<file path="src/hw/rtl/bole_pkg.sv">
// shared constants, codes and types of the bounded ordered list engine
`default_nettype none

package bole_pkg;

	localparam int DEPTH_DEF       = 16;
	localparam int HANDLE_BITS_DEF = 16;

	localparam int CMD_W   = 3;
	localparam int HANDLE_W = 16;
	localparam int POS_W   = 8;
	localparam int KIND_W  = 3;
	localparam int ENTRY_W = 16;
	localparam int OCC_W   = 5;

	localparam int IN_DATA_W  = 32;
	localparam int OUT_DATA_W = 24;

	// input command codes
	localparam logic [CMD_W-1:0] CMD_DUMP      = 3'd0;
	localparam logic [CMD_W-1:0] CMD_APPEND    = 3'd1;
	localparam logic [CMD_W-1:0] CMD_PREPEND   = 3'd2;
	localparam logic [CMD_W-1:0] CMD_POP_FIRST = 3'd3;
	localparam logic [CMD_W-1:0] CMD_POP_LAST  = 3'd4;
	localparam logic [CMD_W-1:0] CMD_REMOVE_AT = 3'd5;

	// classified operations
	localparam int OP_W = 3;
	localparam logic [OP_W-1:0] OP_DUMP      = 3'd0;
	localparam logic [OP_W-1:0] OP_APPEND    = 3'd1;
	localparam logic [OP_W-1:0] OP_PREPEND   = 3'd2;
	localparam logic [OP_W-1:0] OP_POP_FIRST = 3'd3;
	localparam logic [OP_W-1:0] OP_POP_LAST  = 3'd4;
	localparam logic [OP_W-1:0] OP_REMOVE_AT = 3'd5;
	localparam logic [OP_W-1:0] OP_NONE      = 3'd6;

	// result kinds
	localparam logic [KIND_W-1:0] KIND_DONE    = 3'd0;
	localparam logic [KIND_W-1:0] KIND_IGNORED = 3'd1;
	localparam logic [KIND_W-1:0] KIND_FULL    = 3'd2;
	localparam logic [KIND_W-1:0] KIND_ENTRY   = 3'd3;
	localparam logic [KIND_W-1:0] KIND_EMPTY   = 3'd4;

	typedef struct packed {
		logic [OP_W-1:0]     op;
		logic [HANDLE_W-1:0] handle;
		logic [POS_W-1:0]    position;
	} cmd_t;

endpackage

`default_nettype wire

</file>
<file path="src/hw/rtl/bole_front.sv">
// command decoder and two-entry command queue
`default_nettype none

module bole_front
	import bole_pkg::*;
(
	input  wire logic                 clk,
	input  wire logic                 arst_n,
	input  wire logic                 s_axis_tvalid,
	output logic                      s_axis_tready,
	input  wire logic [IN_DATA_W-1:0] s_axis_tdata,
	output logic                      cmd_valid,
	output cmd_t                      cmd,
	input  wire logic                 cmd_pop
);

	logic [CMD_W-1:0] command;
	cmd_t             dec;
	cmd_t             queue_q [2];
	logic             wr_ptr_q;
	logic             rd_ptr_q;
	logic [1:0]       level_q;
	logic             push;
	logic             pop;

	assign command = s_axis_tdata[CMD_W-1:0];

	always_comb begin
		dec.handle   = s_axis_tdata[CMD_W +: HANDLE_W];
		dec.position = s_axis_tdata[CMD_W+HANDLE_W +: POS_W];
		unique case (command)
			CMD_DUMP:      dec.op = OP_DUMP;
			CMD_APPEND:    dec.op = OP_APPEND;
			CMD_PREPEND:   dec.op = OP_PREPEND;
			CMD_POP_FIRST: dec.op = OP_POP_FIRST;
			CMD_POP_LAST:  dec.op = OP_POP_LAST;
			CMD_REMOVE_AT: dec.op = OP_REMOVE_AT;
			default:       dec.op = OP_NONE;
		endcase
	end

	assign s_axis_tready = level_q != 2'd2;
	assign push          = s_axis_tvalid && s_axis_tready;
	assign cmd_valid     = level_q != 2'd0;
	assign pop           = cmd_pop && cmd_valid;
	assign cmd           = queue_q[rd_ptr_q];

	always_ff @(posedge clk) begin
		if (push) begin
			queue_q[wr_ptr_q] <= dec;
		end
	end

	always_ff @(posedge clk or negedge arst_n) begin
		if (!arst_n) begin
			wr_ptr_q <= 1'b0;
			rd_ptr_q <= 1'b0;
			level_q  <= 2'd0;
		end else begin
			if (push) begin
				wr_ptr_q <= !wr_ptr_q;
			end
			if (pop) begin
				rd_ptr_q <= !rd_ptr_q;
			end
			case ({push, pop})
				2'b10:   level_q <= level_q + 2'd1;
				2'b01:   level_q <= level_q - 2'd1;
				default: level_q <= level_q;
			endcase
		end
	end

endmodule

`default_nettype wire

</file>
<file path="src/hw/rtl/bole_back.sv">
// shifting list cells, command sequencer and output register
`default_nettype none

module bole_back
	import bole_pkg::*;
#(
	parameter int DEPTH       = DEPTH_DEF,
	parameter int HANDLE_BITS = HANDLE_BITS_DEF
) (
	input  wire logic                  clk,
	input  wire logic                  arst_n,
	input  wire logic                  cmd_valid,
	input  wire cmd_t                  cmd,
	output logic                       cmd_pop,
	output logic                       m_axis_tvalid,
	input  wire logic                  m_axis_tready,
	output logic [OUT_DATA_W-1:0]      m_axis_tdata,
	output logic [KIND_W-1:0]          m_axis_tuser,
	output logic                       m_axis_tlast
);

	localparam int CELL_W = (HANDLE_BITS < HANDLE_W) ? HANDLE_BITS : HANDLE_W;
	localparam int CNT_W  = $clog2(DEPTH + 1);
	localparam int CMP_W  = ((CNT_W > POS_W) ? CNT_W : POS_W) + 1;

	localparam logic ST_IDLE = 1'b0;
	localparam logic ST_DUMP = 1'b1;

	localparam logic [2:0] ACT_HOLD    = 3'd0;
	localparam logic [2:0] ACT_APPEND  = 3'd1;
	localparam logic [2:0] ACT_PREPEND = 3'd2;
	localparam logic [2:0] ACT_SHIFT   = 3'd3;
	localparam logic [2:0] ACT_ROTATE  = 3'd4;

	logic [CELL_W-1:0] cell_q [DEPTH];
	logic [CNT_W-1:0]  count_q;
	logic [CNT_W-1:0]  count_d;
	logic [CNT_W-1:0]  rem_q;
	logic [CNT_W-1:0]  rem_d;
	logic              state_q;
	logic              state_d;
	logic [2:0]        act;
	logic [CMP_W-1:0]  lo_idx;
	logic [CMP_W-1:0]  pos_x;
	logic [CELL_W-1:0] new_cell;
	logic [DEPTH-1:0]  any_vec;
	logic [DEPTH-1:0]  more_vec;
	logic              can_load;
	logic              load;
	logic [KIND_W-1:0] kind_d;
	logic [ENTRY_W-1:0] entry_d;
	logic              last_d;
	logic              full;

	logic              out_valid_q;
	logic [KIND_W-1:0] kind_q;
	logic [ENTRY_W-1:0] entry_q;
	logic              last_q;
	logic [OCC_W-1:0]  occ_q;

	assign new_cell = CELL_W'(cmd.handle);
	assign full     = count_q == CNT_W'(DEPTH);
	assign pos_x    = CMP_W'(cmd.position);
	assign can_load = !out_valid_q || m_axis_tready;

	always_comb begin
		for (int j = 0; j < DEPTH; j++) begin
			any_vec[j]  = (cell_q[j] != '0) && (CNT_W'(j) < count_q);
			more_vec[j] = (cell_q[j] != '0) && (j >= 1) && (CNT_W'(j) < rem_q);
		end
	end

	always_comb begin
		act     = ACT_HOLD;
		lo_idx  = '0;
		load    = 1'b0;
		kind_d  = KIND_DONE;
		entry_d = '0;
		last_d  = 1'b1;
		count_d = count_q;
		rem_d   = rem_q;
		state_d = state_q;
		cmd_pop = 1'b0;
		unique case (state_q)
			ST_IDLE: begin
				if (cmd_valid && can_load) begin
					cmd_pop = 1'b1;
					load    = 1'b1;
					unique case (cmd.op)
						OP_DUMP: begin
							if (|any_vec) begin
								cmd_pop = 1'b0;
								load    = 1'b0;
								state_d = ST_DUMP;
								rem_d   = count_q;
							end else begin
								kind_d = KIND_EMPTY;
							end
						end
						OP_APPEND: begin
							if (full) begin
								kind_d = KIND_FULL;
							end else begin
								act     = ACT_APPEND;
								count_d = count_q + CNT_W'(1);
							end
						end
						OP_PREPEND: begin
							if (full) begin
								kind_d = KIND_FULL;
							end else begin
								act     = ACT_PREPEND;
								count_d = count_q + CNT_W'(1);
							end
						end
						OP_POP_FIRST: begin
							if (count_q != '0) begin
								act     = ACT_SHIFT;
								count_d = count_q - CNT_W'(1);
							end else begin
								kind_d = KIND_IGNORED;
							end
						end
						OP_POP_LAST: begin
							if (count_q != '0) begin
								count_d = count_q - CNT_W'(1);
							end else begin
								kind_d = KIND_IGNORED;
							end
						end
						OP_REMOVE_AT: begin
							if (pos_x != '0 && pos_x <= CMP_W'(count_q)) begin
								act     = ACT_SHIFT;
								lo_idx  = pos_x - CMP_W'(1);
								count_d = count_q - CNT_W'(1);
							end else begin
								kind_d = KIND_IGNORED;
							end
						end
						default: kind_d = KIND_IGNORED;
					endcase
				end
			end
			ST_DUMP: begin
				if (can_load) begin
					act     = ACT_ROTATE;
					load    = cell_q[0] != '0;
					kind_d  = KIND_ENTRY;
					entry_d = ENTRY_W'(cell_q[0]);
					last_d  = !(|more_vec);
					rem_d   = rem_q - CNT_W'(1);
					if (rem_q == CNT_W'(1)) begin
						state_d = ST_IDLE;
						cmd_pop = 1'b1;
					end
				end
			end
			default: state_d = ST_IDLE;
		endcase
	end

	always_ff @(posedge clk) begin
		for (int i = 0; i < DEPTH; i++) begin
			case (act)
				ACT_APPEND: begin
					if (CNT_W'(i) == count_q) begin
						cell_q[i] <= new_cell;
					end
				end
				ACT_PREPEND: begin
					cell_q[i] <= (i == 0) ? new_cell : cell_q[(i > 0) ? i - 1 : 0];
				end
				ACT_SHIFT: begin
					if (CMP_W'(i) >= lo_idx) begin
						cell_q[i] <= cell_q[(i < DEPTH - 1) ? i + 1 : i];
					end
				end
				ACT_ROTATE: begin
					if (CNT_W'(i) == count_q - CNT_W'(1)) begin
						cell_q[i] <= cell_q[0];
					end else begin
						cell_q[i] <= cell_q[(i < DEPTH - 1) ? i + 1 : i];
					end
				end
				default: cell_q[i] <= cell_q[i];
			endcase
		end
	end

	always_ff @(posedge clk) begin
		if (load) begin
			kind_q  <= kind_d;
			entry_q <= entry_d;
			last_q  <= last_d;
			occ_q   <= OCC_W'(count_d);
		end
	end

	always_ff @(posedge clk or negedge arst_n) begin
		if (!arst_n) begin
			state_q     <= ST_IDLE;
			count_q     <= '0;
			rem_q       <= '0;
			out_valid_q <= 1'b0;
		end else begin
			state_q <= state_d;
			count_q <= count_d;
			rem_q   <= rem_d;
			if (load) begin
				out_valid_q <= 1'b1;
			end else if (m_axis_tready) begin
				out_valid_q <= 1'b0;
			end
		end
	end

	assign m_axis_tvalid = out_valid_q;
	assign m_axis_tuser  = kind_q;
	assign m_axis_tlast  = last_q;
	assign m_axis_tdata  = {{(OUT_DATA_W - ENTRY_W - OCC_W){1'b0}}, occ_q, entry_q};

	a_count_bound: assert property (@(posedge clk) disable iff (!arst_n)
		count_q <= CNT_W'(DEPTH))
		else $error("list count above depth");

	a_dump_count_stable: assert property (@(posedge clk) disable iff (!arst_n)
		state_q == ST_DUMP && $past(state_q) == ST_DUMP |-> $stable(count_q))
		else $error("list count changed during dump");

	a_dump_rem_nonzero: assert property (@(posedge clk) disable iff (!arst_n)
		state_q == ST_DUMP |-> rem_q != '0 && rem_q <= count_q)
		else $error("dump remainder out of range");

	a_dump_no_pop_early: assert property (@(posedge clk) disable iff (!arst_n)
		state_q == ST_DUMP && rem_q != CNT_W'(1) |-> !cmd_pop)
		else $error("command released before dump finished");

endmodule

`default_nettype wire

</file>
<file path="src/hw/rtl/bounded_ordered_list_engine_top.sv">
// top level of the bounded ordered list engine
//
// channel   dir  tdata (low bit up)                  tuser   tlast
// s_axis    in   command[2:0] handle[18:3] pos[26:19]  -       -
// m_axis    out  entry[15:0] occupancy[20:16]          kind    last result of command
//
// edits act on the list cells once queued; a dump of a list that holds a non-zero entry
// rotates the cell row once per held entry, otherwise it returns an empty result
// the two-entry command queue lets input transactions land while the cells are busy
// the output register holds a result until taken; the cells stall only while it is full
// arst_n clears the count, queue and output valid; cell contents need no reset
`default_nettype none

module bounded_ordered_list_engine_top
	import bole_pkg::*;
#(
	parameter int DEPTH       = DEPTH_DEF,
	parameter int HANDLE_BITS = HANDLE_BITS_DEF
) (
	input  wire logic                  clk,
	input  wire logic                  arst_n,
	input  wire logic                  s_axis_tvalid,
	output logic                       s_axis_tready,
	input  wire logic [IN_DATA_W-1:0]  s_axis_tdata,  // command, handle, position
	output logic                       m_axis_tvalid,
	input  wire logic                  m_axis_tready,
	output logic [OUT_DATA_W-1:0]      m_axis_tdata,  // entry, occupancy
	output logic [KIND_W-1:0]          m_axis_tuser,  // kind
	output logic                       m_axis_tlast
);

	logic cmd_valid;
	cmd_t cmd;
	logic cmd_pop;

	bole_front u_front (
		.clk           (clk),
		.arst_n        (arst_n),
		.s_axis_tvalid (s_axis_tvalid),
		.s_axis_tready (s_axis_tready),
		.s_axis_tdata  (s_axis_tdata),
		.cmd_valid     (cmd_valid),
		.cmd           (cmd),
		.cmd_pop       (cmd_pop)
	);

	bole_back #(
		.DEPTH       (DEPTH),
		.HANDLE_BITS (HANDLE_BITS)
	) u_back (
		.clk           (clk),
		.arst_n        (arst_n),
		.cmd_valid     (cmd_valid),
		.cmd           (cmd),
		.cmd_pop       (cmd_pop),
		.m_axis_tvalid (m_axis_tvalid),
		.m_axis_tready (m_axis_tready),
		.m_axis_tdata  (m_axis_tdata),
		.m_axis_tuser  (m_axis_tuser),
		.m_axis_tlast  (m_axis_tlast)
	);

endmodule

`default_nettype wire
</file>
<file path="config.mk">
export PLATFORM = sky130hd
export DESIGN_NAME = bounded_ordered_list_engine_top
export DESIGN_NICKNAME = d
export VERILOG_FILES = /design/src/hw/rtl/bole_pkg.sv /design/src/hw/rtl/bole_front.sv /design/src/hw/rtl/bole_back.sv /design/src/hw/rtl/bounded_ordered_list_engine_top.sv
export SDC_FILE = /design/constraint.sdc
export NUM_CORES = 1
export LEC_CHECK = 0
export BUFFER_PORTS_ARGS = -buffer_cell sky130_fd_sc_hd__buf_4
export CORE_MARGIN = 3
export CORE_UTILIZATION = 29
export DETAILED_ROUTE_END_ITERATION = 8
export SETUP_SLACK_MARGIN = 0.5
export SLEW_MARGIN = 30
export SYNTH_ARGS = -nofsm -noshare
export SYNTH_HDL_FRONTEND = slang
export SYNTH_SLANG_ARGS = --single-unit
</file>
<file path="constraint.sdc">
create_clock -name clk -period 4.68 [get_ports clk]
set_clock_uncertainty 0.15 [all_clocks]
set_input_delay 0.468 -clock clk [delete_from_list [all_inputs] [get_ports clk]]
set_output_delay 0.468 -clock clk [all_outputs]
set_load 0.01 [all_outputs]
</file>
==> summary.md <==
| Metric | Value |
|---|---|
| Status | finished, final reports clean |
| Count of input and output buffers | 57 |
| # IOs | 66 |
| Initial antenna violation count | 2 |
| Logic gate share of total power | 44.8% |
| First-pass GRT wire length | 116000 um |
| Final HPWL DP | 55900 um |
| PnR Total Power | about 0.020 W |
| Min Tclk post-route | 4.04 ns |
| Die height | 268 um |
| Slew HR | 34.5% |
| Final WL | 80300 um |
| Hold WC Path Type | in2reg |
| Initial DRC count | about 2500 |
| P per Cell Area | 848 nW/um2 |
| DR vias | ~18000 |
| Final nets | approximately 2000 |
| Crit path max fanout | 16 |
| Clk network pwr share | between 15 and 20% |
| Yosys reg bits | 351 |
| Synth Instances | 1933 |
| Placed cells | 2794 |
| CTS Sinks | approximately 350 |
| Hold_sp | s_axis_tvalid |
| Max-Cap Viols | 0 |
| Seq pwr share | 38.2% |
| DRC viols | 0 |
| Synth cell count leaders | edfxtp_1, nand2_1, nor2_1 |
| H-Tree Depth | 2 |
| Number of global-route vias before repair | roughly 17000 |
| Core ar. | just under 70000 um2 |
| Die ar. | between 70000 and 80000 um2 |
| Int Pwr | about 0.011 W |
| Crit path from | u_front.rd_ptr_q |
| FF-to-FF Start | u_front.rd_ptr_q |
| Longest Clk Path Bufs | 3 |
| Req. time, crit path | 4.87 ns |
| Hold slack | 0.0951 ns |
| Max frequency | 248 MHz |
| Area Growth Syn to Fin | 17.1% |
| Synthesized area | 20000 um2 |
| Total GRT Usage | 21.7% |
| Clock latency on the worst-skew pair | 0.60 ns |
| Total gr overflow | 0 |
| ANT cells | 0 |
| TritonCTS clock tree | built |
| Yosys Warn Count | 0 |
| Syn avg cell area | 10.3 um2 |
| Layout Utilization | between 30% and 40% |
| CTS root buffer | clkbuf_16 |
| CP Launch Type | flip-flop |
| Worst Tran Pin Value | between 0.9 and 1 ns |
| Period utilisation layout | 86.3% |
| Static leakage | 8.03 nW |
| First-pass DRT Iterations | 7 |
| Switching Share | 45.8% |
| Setup TNS Final | 0 ns |
| Slew Viols, Final | 0 |
| Worst-path clk slew | 0.06 ns |
| Top_reg_cell synth | edfxtp_1 |
| Final setup fails | 0 |
| Count leader, synth | edfxtp_1 |
| Post-synth EDFFs | 335 |
| Ys async rst share | 4.56% |
| Synth unique cells | 82 |
| Yosys top cell by area | edfxtp_1 |
| Maximum vdd drop | 0.352 mV |
| Sw power | 0.00907 W |
| Fill cells | 6767 |
| Seq/Total Area, Yosys | 52.4% |
| Wire per inst | approximately 28 um |
| Initial Util | 29.5% |
| Top cells by area, synth | edfxtp_1, a221o_1, o21ai_0, nand2_1, a22oi_1 |
| Row count | 95 |
| Top-area cell type share of the netlist area | 50.4% |
| Hold Vio Cnt, Final | 0 |
| Largest net degree at the start of global routing | 70 |
| Setup CP Type | reg2reg |
| Number of vias per cell | 6.29 |
| Finished Layout Cells | just under 3000 |
| Chip width | 268 um |
| CTS buffer count | 43 |
| Unrepaired setup endpoints after global routing | no |
| CP Data Arrival Time | 4.23 ns |
| Final ANT Viol Nets | 0 |
| CP Capture Type | flip-flop |
| Layout cells sized above 1 | between 10% and 20% |
| GPL Wtd Cong | 0.967 |
==> path summary, 6_finish.rpt <==
path / end / slack [ns] / cells past startpoint
setup / recovery: u_back.cell_q[14][15] / 0.64 / 11
hold / removal: u_front.wr_ptr_q / 0.1 / 3
setup reg to reg: u_back.cell_q[14][15] / 0.64 / 11
hold reg to reg: u_front.level_q[1] / 0.37 / 1
max in group asynchronous: u_front.rd_ptr_q / 4.03 / 2
min in group asynchronous: u_front.wr_ptr_q / 0.14 / 2
==> through the flow <==
stage	setup WS (ns)	instance area (um2)
after floorplan	0.501	20000
after global placement	0.400	21600
after detailed placement	0.493	21600
after CTS	0.568	23300
after global routing	0.500	23400
final	0.641	23400
==> registers in the layout, summed over array words and instances (netlist names), 2 cells and up <==
name / count
u_front.level_q: 2
u_back.occ_q: 5
u_front.queue_q: 54
u_back.count_q: 5
u_back.cell_q: 256
u_back.rem_q: 5
u_back.entry_q: 16
u_back.m_axis_tuser: 3
==> cells by family (layout without fill, tap and decap cells) <==
kind of cell / count (synthesis) / count (layout) / share of synthesized area, %
AO/OA/AOI/OAI: 687 / 687 / 25.0
XOR/XNOR: 14 / 14 / 0.614
adder cells (fa/ha/maj): 16 / 16 / 1.00
buffers and inverters: 212 / 310 / 4.65
flip-flops: 351 / 351 / 52.4
multiplexers: 30 / 30 / 1.54
other: 1 / 3 / 0.0188
AND/OR/NAND/NOR: 622 / 622 / 14.8
==> cells in the final DEF, fill, tap and decap left out, types with 7 or more instances in the layout <==
cell / count
nor3_1: 16
edfxtp_1: 335
nor2_1: 157
clkbuf_16: 43
nor4_1: 66
nand3_1: 85
inv_1: 39
o211ai_1: 70
clkinv_2: 10
o221ai_2: 11
ha_1: 16
a32oi_1: 7
o21ai_1: 16
o211a_1: 16
nand2b_1: 9
o21ai_0: 152
a22oi_1: 81
nand2_1: 204
buf_4: 161
xnor2_1: 9
o22ai_1: 18
a221o_1: 81
a21oi_1: 90
mux2i_1: 27
nand4_1: 21
a211oi_1: 17
clkbuf_1: 8
dfrtp_1: 15
o221a_2: 8
o2111ai_1: 49
and3_1: 10
clkinv_1: 9
dlygate4sd3_1: 27
==> power by group through the flow <==
stage               combinational (W)  sequential [W]  clock [W]
global placement              0.00840         0.00748          0
CTS                           0.00864         0.00745    0.00340
detailed placement            0.00858         0.00749          0
finish                        0.00887         0.00758    0.00336
floorplan                     0.00555         0.00669          0
global route                  0.00946         0.00762    0.00352
==> critical path, cell delays in order, from the launching register on <==
cell      delay [ns]
dfrtp_2         0.46
buf_4           0.26
mux2i_1         0.21
inv_1           0.10
ha_1            0.29
nand2b_1        0.11
o221ai_2        0.18
nor4_4          0.55
or3b_1          0.57
a32oi_4         0.30
o21ai_4         0.25
o221a_2         0.34
==> what timing repair did <==
item | CTS | global route
endpoints found under the hold margin | 68 | 0
buffers inserted | 3 | 2
setup endpoints to repair | 16 | 231
pin swaps | 0 | 2
resized for setup | 0 | 7
hold buffers | 27 | 0
==> layout make-up <==
class,count,area [um2],area share (%)
clock buffers,52,1120,4.79
repair buffers,190,1520,6.50
clock inverters,28,273,1.17
inverters,40,150,0.642
flip-flops and latches,351,10500,44.8
multi-input cells,1372,8750,37.5
well taps,873,1090,4.67
==> metal layers <==
layer / routed length, um / share of wire [%] / track usage, %
met1: 30800 / 38 / 28.0
met2: 36300 / 45 / 34.7
met3: 8620 / 11 / 4.50
met4: 4690 / 5.8 / 10.8
met5: 0 / 0 / 0
No activity file was read; power rests on OpenSTA's default activity.
